===== src/hw/rtl/kh_pkg.sv =====
package kh_pkg;

    localparam int HASH_W = 32;
    localparam int BYTE_W = 8;

    localparam logic FUNC_STRING  = 1'b0;
    localparam logic FUNC_INTEGER = 1'b1;

    typedef struct packed {
        logic              func;
        logic [BYTE_W-1:0] key_byte;
        logic              byte_present;
        logic [HASH_W-1:0] int_key;
        logic              last;
    } kh_item_t;

    typedef struct packed {
        logic emit;
        logic update;
    } kh_ctrl_t;

    function automatic logic [HASH_W-1:0] sra(input logic [HASH_W-1:0] x,
                                              input int unsigned s);
        sra = HASH_W'($signed(x) >>> s);
    endfunction

    function automatic logic [HASH_W-1:0] mix_byte(input logic [HASH_W-1:0] h,
                                                   input logic [BYTE_W-1:0] b);
        logic [HASH_W-1:0] t;
        t = h + {{(HASH_W-BYTE_W){b[BYTE_W-1]}}, b};
        t = t + (t << 10);
        t = t ^ sra(t, 6);
        mix_byte = t;
    endfunction

    function automatic logic [HASH_W-1:0] finish(input logic [HASH_W-1:0] h);
        logic [HASH_W-1:0] t;
        t = h + (h << 3);
        t = t ^ sra(t, 11);
        t = t + (t << 15);
        // most negative value negates to itself
        finish = t[HASH_W-1] ? (HASH_W'(0) - t) : t;
    endfunction

endpackage


===== src/hw/rtl/kh_datapath.sv =====
module kh_datapath (
    input  kh_pkg::kh_item_t          item,
    input  logic [kh_pkg::HASH_W-1:0] hash_in,
    output logic [kh_pkg::HASH_W-1:0] hash_out,
    output logic [kh_pkg::HASH_W-1:0] result,
    output kh_pkg::kh_ctrl_t          ctrl
);
    import kh_pkg::*;

    logic [HASH_W-1:0] mixed;

    always_comb begin
        mixed       = item.byte_present ? mix_byte(hash_in, item.key_byte) : hash_in;
        ctrl.emit   = (item.func == FUNC_INTEGER) || item.last;
        ctrl.update = (item.func == FUNC_STRING);
        hash_out    = item.last ? '0 : mixed;
        result      = (item.func == FUNC_INTEGER) ? item.int_key : finish(mixed);
    end

endmodule


===== src/hw/rtl/key_hash_one_at_a_time.sv =====
// One-at-a-time string hash for table keys. A string key is fed one byte per
// item, and a new item is taken every cycle unless a finished result is held
// waiting on m_ready. A result passes through the input register, then the
// result register: the absolute hash after the item marked last, or the
// integer key itself for an integer item. The most negative hash is passed
// unchanged. Byte-only items give no result; an integer item leaves a string
// key in progress untouched.
module key_hash_one_at_a_time (
    input  logic                            aclk,
    input  logic                            aresetn,
    input  logic                            s_valid,
    output logic                            s_ready,
    input  logic                            s_func,
    input  logic [kh_pkg::BYTE_W-1:0]       s_key_byte,
    input  logic                            s_byte_present,
    input  logic signed [kh_pkg::HASH_W-1:0] s_int_key,
    input  logic                            s_last,
    output logic                            m_valid,
    input  logic                            m_ready,
    output logic signed [kh_pkg::HASH_W-1:0] m_hash_value
);
    import kh_pkg::*;

    kh_item_t          item_reg;
    logic              item_valid_reg;
    logic [HASH_W-1:0] hash_reg;
    logic [HASH_W-1:0] hash_next;
    logic [HASH_W-1:0] result;
    logic [HASH_W-1:0] result_reg;
    logic              out_valid_reg;
    kh_ctrl_t          ctrl;
    logic              out_free;
    logic              advance;

    kh_datapath u_datapath (
        .item     (item_reg),
        .hash_in  (hash_reg),
        .hash_out (hash_next),
        .result   (result),
        .ctrl     (ctrl)
    );

    assign out_free = !out_valid_reg || m_ready;
    assign advance  = item_valid_reg && (!ctrl.emit || out_free);
    assign s_ready  = !item_valid_reg || advance;

    always_ff @(posedge aclk) begin
        if (!aresetn) begin
            item_valid_reg <= 1'b0;
            out_valid_reg  <= 1'b0;
            hash_reg       <= '0;
        end else begin
            if (s_ready) begin
                item_valid_reg <= s_valid;
            end
            if (advance && ctrl.update) begin
                hash_reg <= hash_next;
            end
            if (advance && ctrl.emit) begin
                out_valid_reg <= 1'b1;
            end else if (m_ready) begin
                out_valid_reg <= 1'b0;
            end
        end
    end

    always_ff @(posedge aclk) begin
        if (s_valid && s_ready) begin
            item_reg.func         <= s_func;
            item_reg.key_byte     <= s_key_byte;
            item_reg.byte_present <= s_byte_present;
            item_reg.int_key      <= HASH_W'(s_int_key);
            item_reg.last         <= s_last;
        end
        if (advance && ctrl.emit) begin
            result_reg <= result;
        end
    end

    assign m_valid      = out_valid_reg;
    assign m_hash_value = $signed(result_reg);

endmodule


===== config.mk =====
export PLATFORM = sky130hd
export DESIGN_NAME = key_hash_one_at_a_time
export DESIGN_NICKNAME = d
export VERILOG_FILES = /design/src/hw/rtl/kh_pkg.sv /design/src/hw/rtl/kh_datapath.sv /design/src/hw/rtl/key_hash_one_at_a_time.sv
export SDC_FILE = /design/constraint.sdc
export NUM_CORES = 1
export LEC_CHECK = 0
export BUFFER_PORTS_ARGS = -buffer_cell sky130_fd_sc_hd__buf_2
export CAP_MARGIN = 10
export CORE_MARGIN = 5
export CORE_UTILIZATION = 40
export CTS_BUF_LIST = sky130_fd_sc_hd__clkbuf_16
export DETAILED_ROUTE_END_ITERATION = 10
export GPL_TIMING_DRIVEN = 0
export HOLD_SLACK_MARGIN = 0.03
export PLACE_DENSITY = 0.57
export SYNTH_ARGS = -nofsm -noshare
export SYNTH_HDL_FRONTEND = slang
export SYNTH_HIERARCHICAL = 1
export SYNTH_SLANG_ARGS = --single-unit
export TNS_END_PERCENT = 100

===== constraint.sdc =====
create_clock -name aclk -period 21.6 [get_ports aclk]
set_clock_uncertainty 0.05 [all_clocks]
set_input_delay 4.32 -clock aclk [delete_from_list [all_inputs] [get_ports aclk]]
set_output_delay 4.32 -clock aclk [all_outputs]
set_load 0.005 [all_outputs]

After elaboration in Yosys (flattened, before gate mapping)

Cells that the tools add are included.

Multiplexer cells: 6
Bitwise gates (word level): 3
Reductions and logical operators: 12
Add/sub/neg operators: 5

Operator list:

| kind                    | number |
|---|---|
| $add A32 B32 Y32        | 4 |
| $mux W32                | 4 |
| $xor A32 B32 Y32        | 2 |
| $sub A1 B32 Y32 const A | 1 |
| $logic_and A1 B1 Y1     | 4 |
| $logic_or A1 B1 Y1      | 4 |
| $logic_not A1 Y1        | 3 |
| $mux W1                 | 2 |
| $reduce_bool A2 Y1      | 1 |
| $not A1 Y1              | 1 |

Bits of input ports: 47
Flip-flop bits (word level): 109
Output and inout bits: 34
Word-level logic and storage cells: 35

Longest topological paths before layout

Depth in word-level cells: 10
Gate-level depth with buffers: 53
Mapped depth without buffers: 49

By module

Netlist, hierarchy kept.

By module, submodules not included:

| module                 | area an instance (µm²) | instances | cells each |
|---|---|---|---|
| kh_datapath            | 7850.0                 | 1         | 1140 |
| key_hash_one_at_a_time | 3637.2                 | 1         | 226 |

Least setup slack after synthesis

OpenSTA, ideal clock, no wires.

Path type: reg-to-reg
Start point: register hash_reg[0]
End point: register result_reg[27], in the netlist m_hash_value[27] (data pin)
Path slack: 10.548 ns
Data arrival time: 10.733 ns
Stages on the path, launching flop included: 53
Path through: dfxtp_1 > ha_1 > inv_1 > fa_1 > nor2b_1 > o2111ai_1 > a21boi_1 > o21ai_0 > a21oi_1 > o21ai_0 > o21ai_0 > a21o_1 > a21oi_1 > xnor2_1 > ha_1 > buf_4 > a2111oi_0 > o21a_1 > (+17 left out) > a21oi_1 > xor2_1 > buf_2 > xnor2_1 > ha_1 > a21o_1 > a31oi_1 > o21ai_0 > a21oi_1 > a211o_1 > o21ai_0 > nor3_1 > mux2_2 > or4_1 > buf_2 > buf_4 > o22ai_1 > a211oi_2

Longest elaborated chain between the ends: 10

Ends and longest elaborated chain:

| what                   | RTL line                     | RTL |
|---|---|---|
| from (decl)            | key_hash_one_at_a_time.sv:26 | `logic [HASH_W-1:0] hash_reg;` |
| from (signal assigned) | key_hash_one_at_a_time.sv:57 | `hash_reg <= hash_next;` |
| $add A32 B32 Y32       | kh_pkg.sv:30                 | `t = h + {{(HASH_W-BYTE_W){b[BYTE_W-1]}}, b};` |
| $add A32 B32 Y32       | kh_pkg.sv:31                 | `t = t + (t << 10);` |
| $xor A32 B32 Y32       | kh_pkg.sv:32                 | `t = t ^ sra(t, 6);` |
| $mux W32 *             | kh_datapath.sv:13            | `mixed = item.byte_present ? mix_byte(hash_in, item.key_byte) : hash_in;` |
| $add A32 B32 Y32 *     | kh_pkg.sv:38                 | `t = h + (h << 3);` |
| $xor A32 B32 Y32 *     | kh_pkg.sv:39                 | `t = t ^ sra(t, 11);` |
| $add A32 B32 Y32 *     | kh_pkg.sv:40                 | `t = t + (t << 15);` |
| $sub A1 B32 Y32        | kh_pkg.sv:42                 | `finish = t[HASH_W-1] ? (HASH_W'(0) - t) : t;` |
| $mux W32 *             | kh_pkg.sv:42                 |  |
| $mux W32 *             | kh_datapath.sv:17            | `result = (item.func == FUNC_INTEGER) ? item.int_key : finish(mixed);` |
| via result[27]         | key_hash_one_at_a_time.sv:28 | `logic [HASH_W-1:0] result;` |
| to (signal assigned)   | key_hash_one_at_a_time.sv:76 | `result_reg <= result;` |
| to (decl)              | key_hash_one_at_a_time.sv:29 | `logic [HASH_W-1:0] result_reg;` |

Mark *: on every way through the listed nets, which the timed path passes. The rest lies on a longest branch.
A chain may end at the register's enable or synchronous reset.

Final worst setup path

Start point: register hash_reg[0]
End point: register result_reg[1], in the netlist m_hash_value[1] (data pin)

The elaborated chain is that of the path after synthesis.

==> qor.yml <==
synth:
  synth_edf_count: 75
  seq_area_frac_synth: 0.255
  ys_types: 85
  yosys.area.top_type: "edfxtp_1"
  synthFlopType: "edfxtp_1"
  syn_nets: 1514
  syn_area_mm2: 0.0115
  synthCells: 1366
  synth_warnings: 6
  synth_most_common_cell: "nand2_1"
  syn_avg_cell_area_um2: 8.41
  yosys.area.top_type_share: 0.196
  yosys-top-cells-count: "nand2_1 (149), nor2_1 (102), xnor2_1 (102), ha_1 (97), a21oi_1 (95)"
  synth_area_leaders: "edfxtp_1 (20%), ha_1 (11%), xnor2_1 (7.8%)"
  ys_ff_latch: 109
  synthArstFlopShare: 0
cells_and_area:
  final_cells: 1848
  syn_to_final_growth_pct: 10.7
  largest_reg_flops: 43
  fin_nets: 1607
  drive_above_1_share: 0.111
  n_antenna_cell: 0
  fillCellCount: 2924
sta:
  finalHoldViolCount: 0
  fmax_ghz: 0.0724
  min_period_ns: 13.82
  totalNegativeSetupSlack_ns: 0
  report.final.slew_viol_count: 0
  worstMarginPinSlew_ns: 1.11
  rsz0062_at_grt: "false"
  finalSetupViolCount: 0
  finalCritPeriodShare: 0.640
  maxSlewHeadroom: 0.252
clock_tree:
  cts_max_path_buffers: 2
  hold_buffers: 0
  cts_buffers: 9
  cts_setup_buffers: 0
  clkLatencyLatePin_ns: 0.37
  root_buffer: "clkbuf_16"
  path_clk_slew_ns: 0.08
  post_cts_resize_count: 0
  clock_sinks: 109
  cts_tree: "done"
  htreeDepth: 3
global_routing:
  grt_pass1_wl_um: 52600
  grt_pass1_vias: 9606
  antenna_found_initial: 0
  grtUsageTotal: 0.200
  overflow: 0
  grt_max_degree: 33
place:
  dp.cells: 1831
  gp_congestion: 0.932
  post-dp-hpwl_um: 27300
  portBuffers: 79
route:
  ant_nets: 0
  dr.pass1.iters: 5
  routed_wl_um: 33600
  vias: 10427
  drt_iter0_markers: 969
  route.detailed.drc: 0
  via_per_inst: 5.64
  wl_per_cell_um: 18.2
hold_path:
  hold_start: "hash_reg[29]"
  hold_end: "hash_reg[29]"
  min_path_cells: 2
  hold_path.class: "flip-flop to flip-flop"
critical_path:
  cp_data_arrival_time_ns: 13.87
  timing.rr.start: "hash_reg[0]"
  max_stage_delay_ns: 0.53
  r2r_end: "m_hash_value[1]"
  cp_common_cell: "o21ai_0"
  cp_slowest_cell: "o21ai_0"
  crit_path_end_kind: "flip-flop"
  crit_required_ns: 21.65
  worst-r2r-setup-slack_ns: 7.78
  critPathMaxFanout: 10
  reg2regPathDepth: 51
  critPathLaunchType: "flip-flop"
  critical_path_class: "flip-flop to flip-flop"
floorplanning:
  die_x_um: 179
  dieArea_mm2: 0.0322
  ioPinCount: 81
  initial_core_util: 0.402
  num_rows: 62
  core_mm2: 0.0285
  chipHeight_um: 179
run_status:
  outcome: "finished clean"
flow_run:
  maxCapViolCount: 0
[metrics by stage]
stage | setup slack (ns) | hold slack (ns) | cell area, um^2 | util
final | 7.78 | 0.435 | 12700 | 0.445
after global routing | 6.63 | 0.455 | 12700 | 0.445
after detailed placement | 7.74 | 0.420 | 12400 | 0.435
after CTS | 7.69 | 0.435 | 12700 | 0.445
after global placement | 7.83 | 0.419 | 12400 | 0.433
after floorplan | 10.55 | 0.397 | 11500 | -
[final cells by class]
type,count,area [um^2],share of cell area
Clock inverter,6,48.8,0.00384
Tap cell,384,480,0.0378
Timing Repair Buffer,82,425,0.0335
Buffer,57,277,0.0217
Clock buffer,10,250,0.0197
Multi-Input combinational cell,1156,8140,0.640
Sequential cell,109,2930,0.231
Inverter,44,165,0.0130
[worst max-delay path, delay by kind of cell (launching register included)]
family / cells / cell delay [ns]
muxes: 3 / 1.03
xor gates and xnor gates: 5 / 1.48
adders and majority gates: 5 / 1.68
AOI/OAI and AO/OA: 25 / 5.73
and+or+nand+nor: 6 / 1.41
buffers and inverters: 7 / 1.78
DFF: 1 / 0.40
[metal layers]
| layer | share of wire | vias to the layer above | global-route usage |
|---|---|---|---|
| li1 | - | 5217 | - |
| met1 | 0.49 | 4886 | 0.301 |
| met4 | 0.014 | 0 | 0.0387 |
| met5 | 0 | - | 0 |
| met2 | 0.43 | 300 | 0.306 |
| met3 | 0.067 | 24 | 0.0309 |
[cells in the final DEF, fill, tap and decap left out, types with 20 or more instances in the layout]
cell type	synthesis	final
xnor2_1	102	102
nor2b_1	36	36
ha_1	97	97
dfxtp_1	34	34
o21ai_0	69	69
nor2_1	102	101
inv_1	43	43
nor3_1	32	32
xor2_1	43	43
clkbuf_1	32	32
o21a_1	23	23
a31oi_1	21	20
mux2i_1	45	45
a21oi_1	95	95
nand3_1	36	36
nand2_1	149	149
edfxtp_1	75	75
nand2b_1	20	20
buf_2	14	94
a21o_1	37	37
[cells by family (layout without fill, tap and decap cells)]
| family | count (synthesis) | count (layout) | synth area share |
|---|---|---|---|
| muxes | 57 | 57 | 0.0510 |
| buffers and inverters | 101 | 199 | 0.0384 |
| AOI/OAI and AO/OA | 380 | 380 | 0.224 |
| and+or+nand+nor | 469 | 469 | 0.201 |
| xor gates and xnor gates | 149 | 149 | 0.119 |
| adders and majority gates | 101 | 101 | 0.113 |
| DFF | 109 | 109 | 0.255 |
[worst max path at each step]
stage | from | to | slack [ns] | cells after the start
floorplan | hash_reg[0] | m_hash_value[27] | 10.55 | 52
global placement | hash_reg[0] | m_hash_value[1] | 7.83 | 50
detailed placement | hash_reg[0] | m_hash_value[1] | 7.74 | 50
CTS | hash_reg[0] | m_hash_value[1] | 7.69 | 50
global route | hash_reg[0] | m_hash_value[1] | 6.63 | 51
finish | hash_reg[0] | m_hash_value[1] | 7.78 | 51
Power is not shown: default switching activity piles up to over one toggle a cycle in this logic, so the estimate is an artifact.
